--- config.mk ---
export PLATFORM = sky130hd
export DESIGN_NAME = xsp_queue
export DESIGN_NICKNAME = d
export VERILOG_FILES = /design/src/rtl/xsp_pkg.sv /design/src/rtl/xsp_queue.sv
export SDC_FILE = /design/constraint.sdc
export NUM_CORES = 1
export LEC_CHECK = 0
export BUFFER_PORTS_ARGS = -buffer_cell sky130_fd_sc_hd__buf_4
export CORE_ASPECT_RATIO = 0.9
export CORE_MARGIN = 2
export CORE_UTILIZATION = 45
export DETAILED_ROUTE_END_ITERATION = 16
export HOLD_SLACK_MARGIN = 0.02
export PLACE_DENSITY = 0.79
export SLEW_MARGIN = 25
export SYNTH_ARGS = -nofsm -noshare
export SYNTH_HDL_FRONTEND = slang
export SYNTH_SLANG_ARGS = --single-unit
export TNS_END_PERCENT = 5
--- constraint.sdc ---
create_clock -name clk -period 3.7 [get_ports clk]
set_input_delay 0.185 -clock clk [delete_from_list [all_inputs] [get_ports clk]]
set_output_delay 0.185 -clock clk [all_outputs]
set_load 0.02 [all_outputs]
--- src/rtl/xsp_pkg.sv ---
`timescale 1ns / 1ps

package xsp_pkg;

  localparam int BLOCK_BYTES = 65536;
  localparam int OFF_W       = $clog2(BLOCK_BYTES);
  localparam int MAX_BLOCKS  = 1024;
  localparam int BLK_W       = $clog2(MAX_BLOCKS) + 1;
  localparam int MAX_LEVEL   = 10;
  localparam int MIN_LEVEL   = 2;
  localparam int LVL_W       = 4;
  localparam int QUEUE_DEPTH = 2;
  localparam int QPTR_W      = $clog2(QUEUE_DEPTH);
  localparam int QCNT_W      = $clog2(QUEUE_DEPTH + 1);

  localparam logic [LVL_W-1:0] LEVEL_RST = LVL_W'(2);
  localparam logic [31:0]      CRC_POLY  = 32'hEDB8_8320;
  localparam logic [31:0]      CRC_INIT  = 32'hFFFF_FFFF;

  typedef enum logic [1:0] {
    KIND_NONE  = 2'd0,
    KIND_DATA  = 2'd1,
    KIND_DRAIN = 2'd2
  } kind_t;

  // one classified beat, front to back
  typedef struct packed {
    kind_t             kind;
    logic              first;    // first block of stripe: store data as is
    logic              last;     // last part: parity byte goes out
    logic              crc_end;  // closes the parity block
    logic              err;
    logic [LVL_W-1:0]  part;
    logic [7:0]        data;
    logic [OFF_W-1:0]  addr;
  } ent_t;

  function automatic logic [31:0] crc_feed(input logic [31:0] crc, input logic [7:0] b);
    logic [31:0] c;
    c = crc ^ {24'd0, b};
    for (int k = 0; k < 8; k++) begin
      c = c[0] ? ((c >> 1) ^ CRC_POLY) : (c >> 1);
    end
    return c;
  endfunction

endpackage

--- src/rtl/xsp_queue.sv ---
`timescale 1ns / 1ps

module xsp_queue (
  input  logic          clk,
  input  logic          rst_n,
  input  logic          push,
  input  xsp_pkg::ent_t push_ent,
  output logic          push_ready,
  input  logic          pop,
  output logic          pop_valid,
  output xsp_pkg::ent_t pop_ent
);

  xsp_pkg::ent_t              ent_r [xsp_pkg::QUEUE_DEPTH];
  logic [xsp_pkg::QPTR_W-1:0] wr_r, rd_r;
  logic [xsp_pkg::QCNT_W-1:0] cnt_r, cnt_nxt;

  assign push_ready = cnt_r != xsp_pkg::QCNT_W'(xsp_pkg::QUEUE_DEPTH);
  assign pop_valid  = cnt_r != '0;
  assign pop_ent    = ent_r[rd_r];

  always_comb begin
    cnt_nxt = cnt_r;
    if (push && !pop) begin
      cnt_nxt = cnt_r + xsp_pkg::QCNT_W'(1);
    end else if (pop && !push) begin
      cnt_nxt = cnt_r - xsp_pkg::QCNT_W'(1);
    end
  end

  always_ff @(posedge clk) begin
    if (push) begin
      ent_r[wr_r] <= push_ent;
    end
  end

  always_ff @(posedge clk) begin
    if (!rst_n) begin
      wr_r  <= '0;
      rd_r  <= '0;
      cnt_r <= '0;
    end else begin
      if (push) begin
        wr_r <= wr_r + xsp_pkg::QPTR_W'(1);
      end
      if (pop) begin
        rd_r <= rd_r + xsp_pkg::QPTR_W'(1);
      end
      cnt_r <= cnt_nxt;
    end
  end

  a_no_overrun: assert property (@(posedge clk) disable iff (!rst_n)
    push |-> (push_ready || pop))
    else $error("push into full queue");

  a_no_underrun: assert property (@(posedge clk) disable iff (!rst_n)
    pop |-> pop_valid)
    else $error("pop from empty queue");

  a_ptr_gap: assert property (@(posedge clk) disable iff (!rst_n)
    (cnt_r == '0 || cnt_r == xsp_pkg::QCNT_W'(xsp_pkg::QUEUE_DEPTH)) |-> wr_r == rd_r)
    else $error("queue pointers disagree with count");

endmodule

==> metrics <==
Worst R2R Start wr_r$_SDFFE_PN0P_; final std cell area, no fill 3812 um^2; final core area utilization between 60% and 70%; Hold EP ent_r[0][33]$_DFFE_PP_; layout cells sized above 1 36.03%; Worst-Skew Late Latency about 0.34 ns; hold depth 1; Detail Route Antenna Nets 0; total gr overflow 0; RSZ-0062 raised after global routing false; PD cells ~480 nW/um^2; global placer's final weighted congestion ~0.66; Fill cells roughly 390; post-CTS setup buffers 0; Final setup viols 0; Clock Skew between 0.005 and 0.006 ns; Pleak about 1.5 nW; H-tree levels 3; first drt pass iteration count 4; initial DRC count 61; max cap viols 0; Hold Path Class in -> reg; first-pass GRT wire length 7203 um; # DRC 0; Final min period roughly 2 ns; final net count 281; number of warnings issued by yosys 0; Die Area between 6000 and 7000 um^2; Gate Count Post-Synth 128; count of cell types in the netlist 17; antenna violations before repair 0; CTS root buf clkbuf_8; cell taking the most area after synthesis edfxtp_1; Worst Hold Launch push_ent[33]; Synth top area share 76.12%; antenna diode count 0; die width roughly 85 um; Site Rows 26; setup TNS 0 ns; Reg2Reg Capture Point ent_r[0][25]$_DFFE_PP_; worst-path fanout max 34; largest net degree at the start of global routing 36; sequential area share after synthesis between 70% and 80%; clk sinks 73; die height just under 80 um; DR vias about 1500; Worst-Margin Slew about 1 ns; relative slew slack between 30% and 40%; GRT Util Overall roughly 15%; Final period util a little over half; routed vias/inst 4.782; synthesized area per cell about 21 um^2; Final Hold Vio Count 0; Peak VDD IR roughly 290 uV; Max Freq 500.0 MHz; IO buf count 73; DP Area around 3300 um^2; I/O pin total 74; synthesized flop and latch total 73; crit end category output pin; cts repair resizes 0; CP Launch Type flip-flop; Core Area ~5700 um^2; Routed WL per cell 15.60 um; R2R Setup Slk roughly 2.2 ns; Total Wirelength slightly below 5000 um; via count of the first global-routing pass around 1500; Area contributors post-synth edfxtp_1, mux2_1, dfxtp_1; R2R depth 1; Critical Path RT 3.51 ns; CTS Buffer Depth 2; syn_nets roughly 170; Num CTS Buffers 9; Max Slew Vio Count 0; mapped cell area 2683 um^2; Initial Util between 40% and 50%; Worst EP arrival around 1.8 ns; hold_buf cts 15; total power between 1.5 and 2 mW; Area Overhead vs Synth 42.12%; status finished, final reports clean; Reg clk slew, reported paths 0.07 ns; CTS tree built; WS Path Type reg -> out
-- state kept, by name, summed over array words and instances (netlist names), named ones only --
signal  cells
cnt_r       2
ent_r      68
rd_r        1
wr_r        1
-- logic make-up (layout without fill, tap and decap cells) --
group | Yosys count | in the layout | synth area share, %
flops | 73 | 73 | 79.85
mux | 34 | 34 | 14.27
xor+xnor | 3 | 3 | 0.9797
fa+ha+maj | 1 | 1 | 0.4663
compound gates | 3 | 3 | 0.7463
buf+inv | 5 | 124 | 1.585
simple gates | 9 | 9 | 2.099
-- critical path, stage by stage, from the launching register on --
cell     delay, ns
dfxtp_2       0.88
mux2_1        0.41
buf_4         0.17
-- metrics by stage --
stage               worst slack (ns)  hold slack (ns)  std cells
global route                   1.575          0.02031        317
floorplan                      1.406           0.2839        128
global placement               2.021           0.3700        268
CTS                            1.636          0.02011        299
detailed placement             2.021           0.3730        268
finish                         1.700          0.04040        317
-- metal layers --
metal  vias up  wire, um  track usage [%]
met5         -         0                0
met4         0        78            5.873
met3         9       359            6.243
met2        52      2409            24.06
met1       731      2097            17.53
li1        724         -                -
-- cells in the mapped netlist --
cell type  instances
mux2_1            34
nor2b_1            2
nand2b_1           1
xnor2_1            1
buf_6              3
or2_1              1
and2_1             4
dfxtp_1            5
or3_1              1
o21a_1             1
buf_2              1
o21ai_0            1
a21boi_1           1
edfxtp_1          68
xor2_1             2
inv_1              1
ha_1               1
-- power breakdown --
part / total (mW) / switching (mW) / internal [mW]
logic: 0.261 / 0.124 / 0.137
registers: 0.978 / 0.0263 / 0.952
clock network: 0.588 / 0.281 / 0.307
total: 1.83 / 0.431 / 1.40
-- layout by cell type (no fill, tap or decap), types with 2 or more instances in the layout --
master	count
xor2_1	2
mux2_1	34
dlygate4sd3_1	33
buf_4	74
and2_1	4
dfxtp_1	4
edfxtp_1	68
clkbuf_8	9
clkinv_1	2
-- how the worst max path moves through the flow --
stage | to | slack, ns | cells after the start
after floorplan | ent_r[0][0]$_DFFE_PP_ | 1.41 | 1
after global placement | pop_ent[14] | 2.02 | 2
after detailed placement | pop_ent[14] | 2.02 | 2
after CTS | pop_ent[14] | 1.64 | 2
after global routing | pop_ent[14] | 1.57 | 2
final | pop_ent[19] | 1.70 | 2
-- final cells by class --
cell class / count / area (um^2) / area share [%]
Sequential cell: 73 / 2143 / 56.22
Timing Repair Buffer: 107 / 885.9 / 23.24
Multi-Input combinational cell: 50 / 505.5 / 13.26
Clock buffer: 10 / 127.6 / 3.348
Tap cell: 70 / 87.58 / 2.297
Clock inverter: 6 / 58.81 / 1.542
Inverter: 1 / 3.754 / 0.09846
Note: power is estimated with default switching activity, not from simulation.
