**src/rtl/xsp_pkg.sv**
```systemverilog
`timescale 1ns / 1ps

package xsp_pkg;

  localparam int BLOCK_BYTES = 65536;
  localparam int OFF_W       = $clog2(BLOCK_BYTES);
  localparam int MAX_BLOCKS  = 1024;
  localparam int BLK_W       = $clog2(MAX_BLOCKS) + 1;
  localparam int MAX_LEVEL   = 10;
  localparam int MIN_LEVEL   = 2;
  localparam int LVL_W       = 4;
  localparam int QUEUE_DEPTH = 2;
  localparam int QPTR_W      = $clog2(QUEUE_DEPTH);
  localparam int QCNT_W      = $clog2(QUEUE_DEPTH + 1);

  localparam logic [LVL_W-1:0] LEVEL_RST = LVL_W'(2);
  localparam logic [31:0]      CRC_POLY  = 32'hEDB8_8320;
  localparam logic [31:0]      CRC_INIT  = 32'hFFFF_FFFF;

  typedef enum logic [1:0] {
    KIND_NONE  = 2'd0,
    KIND_DATA  = 2'd1,
    KIND_DRAIN = 2'd2
  } kind_t;

  // one classified beat, front to back
  typedef struct packed {
    kind_t             kind;
    logic              first;    // first block of stripe: store data as is
    logic              last;     // last part: parity byte goes out
    logic              crc_end;  // closes the parity block
    logic              err;
    logic [LVL_W-1:0]  part;
    logic [7:0]        data;
    logic [OFF_W-1:0]  addr;
  } ent_t;

  function automatic logic [31:0] crc_feed(input logic [31:0] crc, input logic [7:0] b);
    logic [31:0] c;
    c = crc ^ {24'd0, b};
    for (int k = 0; k < 8; k++) begin
      c = c[0] ? ((c >> 1) ^ CRC_POLY) : (c >> 1);
    end
    return c;
  endfunction

endpackage

```
**src/rtl/xsp_front.sv**
```systemverilog
`timescale 1ns / 1ps

module xsp_front (
  input  logic                         clk,
  input  logic                         rst_n,
  input  logic                         cfg_valid,
  output logic                         cfg_ready,
  input  logic [xsp_pkg::LVL_W-1:0]    cfg_data,
  input  logic                         accept,
  input  logic                         cmd,
  input  logic [7:0]                   data_byte,
  output xsp_pkg::ent_t                ent
);

  logic [xsp_pkg::LVL_W-1:0] lvl_cfg_r;
  logic [xsp_pkg::OFF_W-1:0] off_r, off_nxt;
  logic [xsp_pkg::LVL_W-1:0] stripe_r, stripe_nxt;
  logic [xsp_pkg::BLK_W-1:0] blocks_r, blocks_nxt;
  logic                      pend_r, pend_nxt;
  logic                      err_r, err_nxt;

  logic [xsp_pkg::LVL_W-1:0] level;
  logic                      last;
  logic                      at_end;

  assign cfg_ready = 1'b1;

  always_comb begin
    if (lvl_cfg_r < xsp_pkg::LVL_W'(xsp_pkg::MIN_LEVEL)) begin
      level = xsp_pkg::LVL_W'(xsp_pkg::MIN_LEVEL);
    end else if (lvl_cfg_r > xsp_pkg::LVL_W'(xsp_pkg::MAX_LEVEL)) begin
      level = xsp_pkg::LVL_W'(xsp_pkg::MAX_LEVEL);
    end else begin
      level = lvl_cfg_r;
    end
  end

  assign last   = ({1'b0, stripe_r} + 5'd1) >= {1'b0, level};
  assign at_end = off_r == xsp_pkg::OFF_W'(xsp_pkg::BLOCK_BYTES - 1);

  always_comb begin
    off_nxt     = off_r;
    stripe_nxt  = stripe_r;
    blocks_nxt  = blocks_r;
    pend_nxt    = pend_r;
    err_nxt     = err_r;
    ent.kind    = xsp_pkg::KIND_NONE;
    ent.first   = stripe_r == '0;
    ent.last    = last;
    ent.crc_end = 1'b0;
    ent.part    = last ? (level - xsp_pkg::LVL_W'(1)) : stripe_r;
    ent.data    = data_byte;
    ent.addr    = off_r;
    if (!cmd) begin
      if (pend_r && off_r != '0) begin
        // drain in progress: data dropped
      end else if (blocks_r >= xsp_pkg::BLK_W'(xsp_pkg::MAX_BLOCKS)) begin
        err_nxt = 1'b1;
      end else begin
        ent.kind = xsp_pkg::KIND_DATA;
        pend_nxt = at_end && !last;
        if (at_end) begin
          off_nxt    = '0;
          blocks_nxt = blocks_r + xsp_pkg::BLK_W'(1);
          if (last) begin
            ent.crc_end = 1'b1;
            stripe_nxt  = '0;
          end else begin
            stripe_nxt = stripe_r + xsp_pkg::LVL_W'(1);
          end
        end else begin
          off_nxt = off_r + xsp_pkg::OFF_W'(1);
        end
      end
    end else if (pend_r) begin
      ent.kind = xsp_pkg::KIND_DRAIN;
      if (at_end) begin
        ent.crc_end = 1'b1;
        stripe_nxt  = '0;
        pend_nxt    = 1'b0;
        off_nxt     = '0;
      end else begin
        off_nxt = off_r + xsp_pkg::OFF_W'(1);
      end
    end
    ent.err = err_nxt;
  end

  always_ff @(posedge clk) begin
    if (!rst_n) begin
      lvl_cfg_r <= xsp_pkg::LEVEL_RST;
      off_r     <= '0;
      stripe_r  <= '0;
      blocks_r  <= '0;
      pend_r    <= 1'b0;
      err_r     <= 1'b0;
    end else begin
      if (cfg_valid) begin
        lvl_cfg_r <= cfg_data;
      end
      if (accept) begin
        off_r    <= off_nxt;
        stripe_r <= stripe_nxt;
        blocks_r <= blocks_nxt;
        pend_r   <= pend_nxt;
        err_r    <= err_nxt;
      end
    end
  end

  a_stripe_range: assert property (@(posedge clk) disable iff (!rst_n)
    stripe_r < xsp_pkg::LVL_W'(xsp_pkg::MAX_LEVEL))
    else $error("stripe position out of range");

  a_pend_mid_stripe: assert property (@(posedge clk) disable iff (!rst_n)
    pend_r |-> stripe_r != '0)
    else $error("partial parity pending at stripe start");

  a_block_limit: assert property (@(posedge clk) disable iff (!rst_n)
    blocks_r <= xsp_pkg::BLK_W'(xsp_pkg::MAX_BLOCKS))
    else $error("block count past limit");

endmodule

```
**config.mk**
```make
export PLATFORM = sky130hd
export DESIGN_NAME = xsp_front
export DESIGN_NICKNAME = d
export VERILOG_FILES = /design/src/rtl/xsp_pkg.sv /design/src/rtl/xsp_front.sv
export SDC_FILE = /design/constraint.sdc
export NUM_CORES = 1
export LEC_CHECK = 0
export BUFFER_PORTS_ARGS = -buffer_cell sky130_fd_sc_hd__buf_2
export CORE_ASPECT_RATIO = 2
export CORE_UTILIZATION = 57
export DETAILED_ROUTE_END_ITERATION = 10
export HOLD_SLACK_MARGIN = 0.08
export PLACE_DENSITY_LB_ADDON = 0.08
export SETUP_SLACK_MARGIN = 0.2
export SLEW_MARGIN = 30
export SYNTH_ARGS = -nofsm -noshare
export SYNTH_HDL_FRONTEND = slang
export SYNTH_SLANG_ARGS = --single-unit
```
**constraint.sdc**
```tcl
create_clock -name clk -period 3.7 [get_ports clk]
set_input_delay 0 -clock clk [delete_from_list [all_inputs] [get_ports clk]]
set_output_delay 0 -clock clk [all_outputs]
set_load 0.005 [all_outputs]
```
==> results.ini, run 1 <==
[run_status]
status = finished, final reports clean

[detailed_routing]
drt-pass1-iter-count = 4
drc = 0
via_per_inst = 5.625
wl_mm = 4.759
wire_per_inst_um = 13.52
ant_nets = 0
drt-initial-drc-count = 45
vias = 1980

[critical_path]
worstRegToRegCells = 9
crit_path_top_delay_cell = a211oi_1
r2r_start = lvl_cfg_r[2]
crit_family = compound AO/OA/AOI/OAI gates
crit_path_end_kind = primary output
worst-path-max-fanout = 8
critical_path_class = flip-flop to primary output
path_cells = or3_1 > nand3_1 > inv_1 > ha_1 > nand2b_1 > o211a_1 > a211oi_1 > buf_4 > mux2i_1 > buf_2
slowest_delay_ns = 0.47
required_ns = 3.70
worstPathArrival_ns = 2.84
r2r_slack_ns = 1.21
cp-start-kind = flip-flop
regToRegEndpoint = stripe_r[1]
worstPathBufferInverterCount = 3

[timing]
postLayoutSetupSlackWorst_ns = 0.8625
finalCritPeriodShare_pct = 76.69
fin_skew_ns = 0.01010
hold_violations = 0
relSlewSlack_pct = 49.13
tns_ns = 0
fin_crit_ns = 2.838
worstMarginPinSlew_ns = 0.7567
rsz0062_at_grt = false
finalMaxSlewViolations = 0
max_freq_ghz = 0.3524
setup-violations-final = 0
hold_ws_ns = 0.1624

[power_and_ir_drop]
p_leak_nw = 1.031
power_density_nw_per_um2 = 303.2
peakVddDrop_v = 0.0002579
total_power_mw = 0.7698

[synthesis]
synth_mux_area_share_pct = 2.810
synthTopCellsByCount = dfxtp_1, nor2_1, o21ai_0, a21oi_1, inv_1
syn-num-nets = 289
yosys.area.top_type = dfxtp_1
async_flop_share_pct = 0
synth_top_area_share_pct = 34.66
ys_seq_area_share_pct = 34.66
syn-instance-count = 262
synth.most_common_cell = dfxtp_1
synth_fa_ha_area_share_pct = 5.855
synth_top_family_by_area = simple AND/OR/NAND/NOR gates
synth_xor_area_share_pct = 4.918
netlist_top_cells_area = dfxtp_1, ha_1, o21ai_0
synth.distinct_cells = 44
yosysWarnings = 0
yosys.area_share.simple_pct = 25.82
ys_seq_elements = 37
synthFlopType = dfxtp_1
synth_compound_area_share_pct = 16.98
synth-edff-count = 0
synth_area_um2 = 2137
synth.avg_cell_area_um2 = 8.157

[place]
place.gp.congestion = 0.8223
numPlacedInstances = 325
placed_area_um2 = 2252
port_buffers = 34
dp_slack_ns = 1.180
dp_hpwl_mm = 3.371

[die]
io_pins = 52
die_x_um = 45.30
coreArea_um2 = 3607
initial_utilization_pct = 59.24
rows = 31
die-area_um2 = 4013
die-height_um = 88.59

[cells_and_area]
diodes = 0
areaGrowthSynthToFinish_pct = 18.79
fin_cells = 352
final_util_pct = 70.38
nets = 329
drive_above_1_share_pct = 16.50
filler_cell_count = 322
finalInstanceArea_um2 = 2539
multi_input_area_um2 = 1212
regArea_um2 = 740.7

[min_path]
min_from = cmd
min_path_type = primary input to flip-flop
whs_endpoint = stripe_r[0]
hold_depth = 4

[clocking]
clockRootBuffer = clkbuf_8
insertion_delay_ns = 0.29
htreeDepth = 2
clk_pin_slew_worst_paths_ns = 0.08
cts_buffers = 5
clock-sinks = 37
post_cts_buffers = 0
cts_buffer_depth = 2
tritoncts = done

[job]
max_cap_violations = 0

[global_route]
grt.total_usage_pct = 25.77
grt_antenna_before_repair = 0
grt_overflow = 0
grt_max_degree = 21
grt_pass1_vias = 1771
grt_pass1_wl_mm = 7.576

## worst max path at each step
stage                            start     endpoint  slack, ns  cells after the start
final                     lvl_cfg_r[2]      ent[25]       0.86                     10
after global placement    lvl_cfg_r[1]      ent[25]       1.27                     10
after detailed placement  lvl_cfg_r[1]      ent[25]       1.18                     10
after global routing      lvl_cfg_r[1]      ent[24]       0.59                     11
after CTS                 lvl_cfg_r[1]      ent[25]       0.86                     10
after floorplan           lvl_cfg_r[1]  stripe_r[0]       1.31                     10
## routing by layer
metal | routed length, µm | track usage [%] | part of all wire, %
met1 | 1791 | 24.68 | 38
met2 | 2754 | 50.59 | 58
met3 | 130 | 3.878 | 2.7
met4 | 82 | 10.74 | 1.7
met5 | 0 | 0 | 0
## flip-flops by register name (all words and copies together) (netlist names)
signal	cells
err_r	1
stripe_r	4
pend_r	1
lvl_cfg_r	4
off_r	16
blocks_r	11
## power by group
part,switching (mW),internal [mW],leakage (nW),total (mW)
Combinational,0.0319,0.0337,0.681,0.0656
Sequential,0.00483,0.402,0.299,0.407
Clock,0.147,0.151,0.0512,0.297
## layout make-up
| cell class | instances | share of cell area, % |
|---|---|---|
| clock buffer | 6 | 3.253 |
| tap | 49 | 2.415 |
| multi-input combinational | 188 | 47.76 |
| clock inverter | 2 | 0.5421 |
| timing repair buffer | 54 | 14.49 |
| inverter | 16 | 2.366 |
| sequential | 37 | 29.18 |
## cells by family (layout without fill, tap and decap cells)
group                    Yosys count  in the layout
XOR/XNOR                          12             12
adder cells (fa/ha/maj)           10             10
AO/OA/AOI/OAI                     60             60
flip-flops                        37             37
other                              1              1
multiplexers                       6              6
buffers and inverters             37             78
AND/OR/NAND/NOR                   99             99
## repair_timing
item	4_1_cts	5_1_grt
hold buffers	19	0
gates resized for setup	0	0
hold endpoints to repair	17	0
## worst reg2reg max path: stages, from the launching register on
cell and delay, ns:
dfxtp_1 0.36, or3_1 0.36, nand3_1 0.15, inv_1 0.06, ha_1 0.25, nand2b_1 0.15, o211a_1 0.20, a211oi_1 0.47
and4_1 0.31, a22o_1 0.13
## cell usage in the layout, fill, tap and decap left out, types with 2 or more instances in the layout
cell / count
a21oi_1: 18
a22o_1: 2
and2_1: 2
and4_1: 7
buf_2: 34
clkbuf_8: 6
dfxtp_1: 37
dlygate4sd3_1: 19
ha_1: 10
inv_1: 16
mux2i_1: 6
nand2_1: 15
nand2b_1: 4
nand3_1: 11
nand4_1: 7
nor2_1: 23
nor3_1: 3
nor4_1: 3
o211a_1: 2
o21a_1: 5
o21ai_0: 22
o31ai_1: 3
or2_2: 2
or3_1: 13
xnor2_1: 9
xor2_1: 3
(Power assumes the default switching activity.)
==> inputs of run 2 (changes only) <==
Settings changed: CORE_UTILIZATION 57 to 53.
Clock period 3.7 ns to 2.9 ns, I/O delays scaled along.
==> results.ini, run 2 (synthesis gave the netlist of run 1 again) <==
[critical_path]
r2r_slack_ns = 0.51  ; was 1.21 ns
required_ns = 2.90  ; was 3.70 ns
cp-start-kind = flip-flop  ; unchanged
worstRegToRegCells = 6  ; was 9
crit_family = simple AND/OR/NAND/NOR gates  ; was compound AO/OA/AOI/OAI gates
path_cells = or3_4 > nand3_2 > inv_1 > ha_1 > nand2b_4 > and4_1 > a211oi_2 > buf_4 > nor2b_1 > o21a_1 > buf_2  ; was or3_1 > nand3_1 > inv_1 > ha_1 > nand2b_1 > o211a_1 > a211oi_1 > buf_4 > mux2i_1 > buf_2
slowest_delay_ns = 0.37  ; was 0.47 ns
startpoint = lvl_cfg_r[2]  ; unchanged
worstPathBufferInverterCount = 3  ; unchanged
worst-path-max-fanout = 6  ; was 8
r2r_start = off_r[0]  ; was lvl_cfg_r[2]
crit_path_top_delay_cell = dfxtp_4  ; was a211oi_1
critical_path_class = flip-flop to primary output  ; unchanged
regToRegEndpoint = blocks_r[6]  ; was stripe_r[1]
crit_path_end_kind = primary output  ; unchanged
worstPathArrival_ns = 2.55  ; was 2.84 ns

[global_route]
grt_antenna_before_repair = 0  ; unchanged
grt_overflow = 0  ; unchanged
grt.total_usage_pct = 25.69  ; was 25.77%
grt_max_degree = 21  ; unchanged
grt_pass1_wl_mm = 8.183  ; was 7.576 mm
grt_pass1_vias = 1957  ; was 1771

[timing]
fin_skew_ns = 0.01381  ; was 0.01010 ns
finalMaxSlewViolations = 0  ; unchanged
tns_ns = 0  ; unchanged
setup-violations-final = 0  ; unchanged
max_freq_ghz = 0.3918
fin_crit_ns = 2.552
relSlewSlack_pct = 43.27  ; was 49.13%
worstMarginPinSlew_ns = 0.8437  ; was 0.7567 ns
rsz0062_at_grt = false  ; unchanged
hold_violations = 0  ; unchanged
finalCritPeriodShare_pct = 88.02

[die]
die-area_um2 = 4305  ; was 4013 µm²
coreArea_um2 = 3844  ; was 3607 µm²
die_x_um = 46.90  ; was 45.30 µm
initial_utilization_pct = 55.60  ; was 59.24%
rows = 32  ; was 31
io_pins = 52  ; unchanged
die-height_um = 91.80  ; was 88.59 µm

[cells_and_area]
reg_top3 = off_r x16, blocks_r x11  ; unchanged
final_util_pct = 67.74  ; was 70.38%
areaGrowthSynthToFinish_pct = 21.84  ; was 18.79%
drive_above_1_share_pct = 18.95  ; was 16.50%
nets = 332  ; was 329
diodes = 0  ; unchanged
largest_reg_flops = 16  ; unchanged
regMostFlops = off_r  ; unchanged
finalInstanceArea_um2 = 2604  ; was 2539 µm²
final_cell_mix = dfxtp_1, buf_2, nor2_1, o21ai_0, dlygate4sd3_1  ; unchanged

[clocking]
clockRootBuffer = clkbuf_8  ; unchanged
htreeDepth = 2  ; unchanged
cts_buffers = 5  ; unchanged
cts_buffer_depth = 2  ; unchanged
clk_pin_slew_worst_paths_ns = 0.09  ; was 0.08 ns
tritoncts = done  ; unchanged
insertion_delay_ns = 0.30  ; was 0.29 ns
clock-sinks = 37  ; unchanged

[min_path]
hold_depth = 4  ; unchanged
min_path_type = primary input to flip-flop  ; unchanged
min_from = cmd  ; unchanged
whs_endpoint = stripe_r[2]  ; was stripe_r[0]

[run_status]
status = finished, final reports clean  ; unchanged

[detailed_routing]
ant_nets = 0  ; unchanged
wl_mm = 5.112  ; was 4.759 mm
wire_per_inst_um = 14.32  ; was 13.52 µm
via_per_inst = 5.641  ; was 5.625
vias = 2014  ; was 1980
drt-pass1-iter-count = 4  ; unchanged
drt-initial-drc-count = 48  ; was 45
drc = 0  ; unchanged

[place]
place.gp.congestion = 0.8176  ; was 0.8223
port_buffers = 34  ; unchanged
dp_hpwl_mm = 3.491  ; was 3.371 mm
placed_area_um2 = 2258  ; was 2252 µm²

[power_and_ir_drop]
peakVddDrop_v = 0.0004473  ; was 0.0002579 V
p_leak_nw = 1.051  ; was 1.031 nW
power_density_nw_per_um2 = 409.8  ; was 303.2 nW/µm²

[job]
max_cap_violations = 0  ; unchanged

-- run 2: layout make-up --
class,count,area [µm²]
clock buffer,5,68.82
multi-input combinational,188,1231
inverter,16,60.06
timing repair buffer,57,387.9
clock inverter,3,46.29
sequential,37,745.7
tap,51,63.81
fill,354,1240
-- run 2: worst reg2reg max path, delay by kind of cell, from the launching register on --
kind / cells / cell delay, ns
simple gates: 3 / 0.94
compound gates: 2 / 0.75
flops: 1 / 0.40
fa+ha+maj: 1 / 0.25
-- run 2: repair_timing --
action,CTS,global route
setup buffers,0,1
hold buffers,19,0
endpoints found under the hold margin,17,0
resized for setup,0,8
endpoints found under the setup margin,0,5
-- run 2: metal layers --
metal | track usage [%] | up-vias | wire, µm
met5 | 0 | - | 0
li1 | - | 1002 | -
met3 | 3.346 | 6 | 158
met2 | 48.73 | 40 | 2979
met4 | 11.90 | 0 | 116
met1 | 24.35 | 966 | 1856
-- run 2: how the worst max path moves through the flow --
stage / end / depth (start not counted)
6_report: ent[29] / 11
4_1_cts: ent[29] / 11
3_3_place_gp: blocks_r[6] / 7
2_1_floorplan: stripe_r[0] / 10
5_1_grt: ent[29] / 11
3_5_place_dp: blocks_r[6] / 6
-- run 2: power by group --
group	total, mW	switching, mW	internal [mW]
clock network	0.458	0.201	0.257
logic	0.0893	0.0427	0.0466
registers	0.520	0.00713	0.513
-- run 2: metrics by stage --
stage	std cells	hold WS, ns	power (mW)	setup WS [ns]
CTS	355	0.1557	1.070	0.2825
global route	357	0.2002	1.101	0.2094
floorplan	262	0.08082	0.5806	0.5082
detailed placement	328	0.00003458	0.5914	0.5102
finish	357	0.1594	1.067	0.3475
global placement	328	0.00003458	0.5910	0.5335
==> inputs of run 3 (changes only) <==
Settings changed: CORE_UTILIZATION 53 to 30.
==> results.ini, run 3 (synthesis gave the netlist of run 1 again) <==
[die]
initial_utilization_pct = 31.03  ; was 55.60%
die-area_um2 = 7485  ; was 4305 µm²
coreArea_um2 = 6887  ; was 3844 µm²
die-height_um = 121.4  ; was 91.80 µm
io_pins = 52  ; unchanged
die_x_um = 61.68  ; was 46.90 µm
rows = 43  ; was 32

[critical_path]
worstRegToRegCells = 7  ; was 6
worstPathArrival_ns = 2.57  ; was 2.55 ns
r2r_slack_ns = 0.44  ; was 0.51 ns
cp-start-kind = flip-flop  ; unchanged
r2r_start = off_r[0]  ; unchanged
critical_path_class = flip-flop to primary output  ; unchanged
required_ns = 2.90  ; about the same
worst-path-max-fanout = 5  ; was 6
slowest_delay_ns = 0.37  ; about the same
crit_path_top_delay_cell = or3_1  ; was dfxtp_4
regToRegEndpoint = blocks_r[6]  ; unchanged
startpoint = lvl_cfg_r[1]  ; was lvl_cfg_r[2]
path_cells = or3_1 > nand3_1 > inv_1 > ha_1 > nand2b_1 > o211a_1 > a211oi_4 > buf_4 > nor2b_1 > o21a_1 > buf_2  ; was or3_4 > nand3_2 > inv_1 > ha_1 > nand2b_4 > and4_1 > a211oi_2 > buf_4 > nor2b_1 > o21a_1 > buf_2
crit_path_end_kind = primary output  ; unchanged

[timing]
rsz0062_at_grt = false  ; unchanged
relSlewSlack_pct = 55.06  ; was 43.27%
setup-violations-final = 0  ; unchanged
hold_violations = 0  ; unchanged
finalCritPeriodShare_pct = 88.56  ; was 88.02%
finalMaxSlewViolations = 0  ; unchanged
worstMarginPinSlew_ns = 0.6711  ; was 0.8437 ns
fin_crit_ns = 2.568  ; was 2.552 ns
hold_ws_ns = 0.08134  ; was 0.1594 ns
fin_skew_ns = 0.003378  ; was 0.01381 ns
tns_ns = 0  ; unchanged
max_freq_ghz = 0.3894  ; was 0.3918 GHz

[global_route]
grt.total_usage_pct = 16.34  ; was 25.69%
grt_antenna_before_repair = 0  ; unchanged
grt_pass1_wl_mm = 8.894  ; was 8.183 mm
grt_pass1_vias = 1929  ; was 1957
grt_max_degree = 21  ; unchanged
grt_overflow = 0  ; unchanged

[clocking]
cts_buffers = 5  ; unchanged
clk_pin_slew_worst_paths_ns = 0.06  ; was 0.09 ns
cts_buffer_depth = 2  ; unchanged
clockRootBuffer = clkbuf_16  ; was clkbuf_8
htreeDepth = 2  ; unchanged
clock-sinks = 37  ; unchanged
insertion_delay_ns = 0.28  ; was 0.30 ns
tritoncts = done  ; unchanged

[min_path]
whs_endpoint = err_r  ; was stripe_r[2]
hold_depth = 2  ; was 4
min_path_type = primary input to flip-flop  ; unchanged
min_from = accept  ; was cmd

[detailed_routing]
wl_mm = 5.410  ; was 5.112 mm
ant_nets = 0  ; unchanged
drc = 0  ; unchanged
drt-pass1-iter-count = 4  ; unchanged
drt-initial-drc-count = 52  ; was 48
vias = 1985  ; was 2014
wire_per_inst_um = 13.70  ; was 14.32 µm
via_per_inst = 5.025  ; was 5.641

[power_and_ir_drop]
peakVddDrop_v = 0.0002574  ; was 0.0004473 V
power_density_nw_per_um2 = 464.9  ; was 409.8 nW/µm²
p_leak_nw = 1.077  ; was 1.051 nW

[run_status]
status = finished, final reports clean  ; unchanged

[place]
dp_hpwl_mm = 3.967  ; was 3.491 mm
port_buffers = 34  ; unchanged
place.gp.congestion = 0.7970  ; was 0.8176

[cells_and_area]
diodes = 0  ; unchanged
areaGrowthSynthToFinish_pct = 25.76  ; was 21.84%
regMostFlops = off_r  ; unchanged
largest_reg_flops = 16  ; unchanged
nets = 331  ; was 332
reg_top3 = off_r x16, blocks_r x11  ; unchanged
final_common_cell = dfxtp_1
filler_cell_count = 775  ; was 354
drive_above_1_share_pct = 17.05  ; was 18.95%
final_cell_mix = dfxtp_1, buf_2, nor2_1, o21ai_0  ; was dfxtp_1, buf_2, nor2_1, o21ai_0, dlygate4sd3_1

[job]
max_cap_violations = 0  ; unchanged

-- run 3: changes by cell type in the layout (fill, tap and decap cells not counted), sizes merged --
cell and delta:
clkinvlp -1, dlygate4sd3 -1, clkbuf +2, clkinv -1
-- run 3: power breakdown --
part / internal [mW] / total, mW / switching [mW]
Sequential: 0.514 / 0.520 / 0.00617
Clock: 0.430 / 0.641 / 0.212
Combinational: 0.0452 / 0.0886 / 0.0435
Total: 0.988 / 1.25 / 0.261
-- run 3: layer usage --
metal  vias to the layer above  GRT usage, %  routed length, µm
li1                        997             -                  -
met1                       931         15.89               2090
met2                        45         29.57               2973
met3                        12         3.731                172
met4                         0         9.028                173
met5                         -             0                  0
-- run 3: worst max path at each step --
stage             endpoint  slack [ns]  depth (start not counted)
5_1_grt            ent[24]        0.21                         11
2_1_floorplan  stripe_r[0]        0.51                         10
6_report           ent[29]        0.33                         11
3_5_place_dp       ent[24]        0.31                         11
3_3_place_gp       ent[24]        0.38                         11
4_1_cts            ent[24]        0.21                         11
-- run 3: critical path, delay by kind of cell (launching register included) --
kind                     cells  cell delay [ns]
adder cells (fa/ha/maj)      1             0.26
AO/OA/AOI/OAI                3             0.63
buffers and inverters        3             0.34
flip-flops                   1             0.33
AND/OR/NAND/NOR              4             0.72
-- run 3: repair_timing --
action / 4_1_cts / 5_1_grt
buffers inserted: 0 / 1
pin swaps: 0 / 1
gates cloned: 0 / 0
hold buffers: 18 / 0
hold endpoints to repair: 14 / 0
setup endpoints to repair: 6 / 6
gates resized for setup: 2 / 0
-- run 3: final cells by class --
class | count | area [µm²] | share of cell area [%]
Clock buffer | 7 | 142.6 | 5.307
Clock inverter | 1 | 30.03 | 1.117
Inverter | 16 | 60.06 | 2.235
Multi-Input combinational cell | 188 | 1221 | 45.44
Sequential cell | 37 | 740.7 | 27.56
Tap cell | 90 | 112.6 | 4.190
Timing Repair Buffer | 56 | 380.4 | 14.15
-- run 3: through the flow --
| step | area, µm² | power (mW) | setup slack, ns | cells | utilization [%] |
|---|---|---|---|---|---|
| detailed placement | 2315 | 0.5957 | 0.3146 | 368 | 33.61 |
| CTS | 2680 | 1.265 | 0.2082 | 394 | 38.92 |
| finish | 2688 | 1.249 | 0.3317 | 395 | 39.03 |
| global route | 2688 | 1.296 | 0.2056 | 395 | 39.03 |
| floorplan | 2137 | 0.5806 | 0.5082 | 262 | - |
| global placement | 2315 | 0.5954 | 0.3785 | 368 | 33.61 |
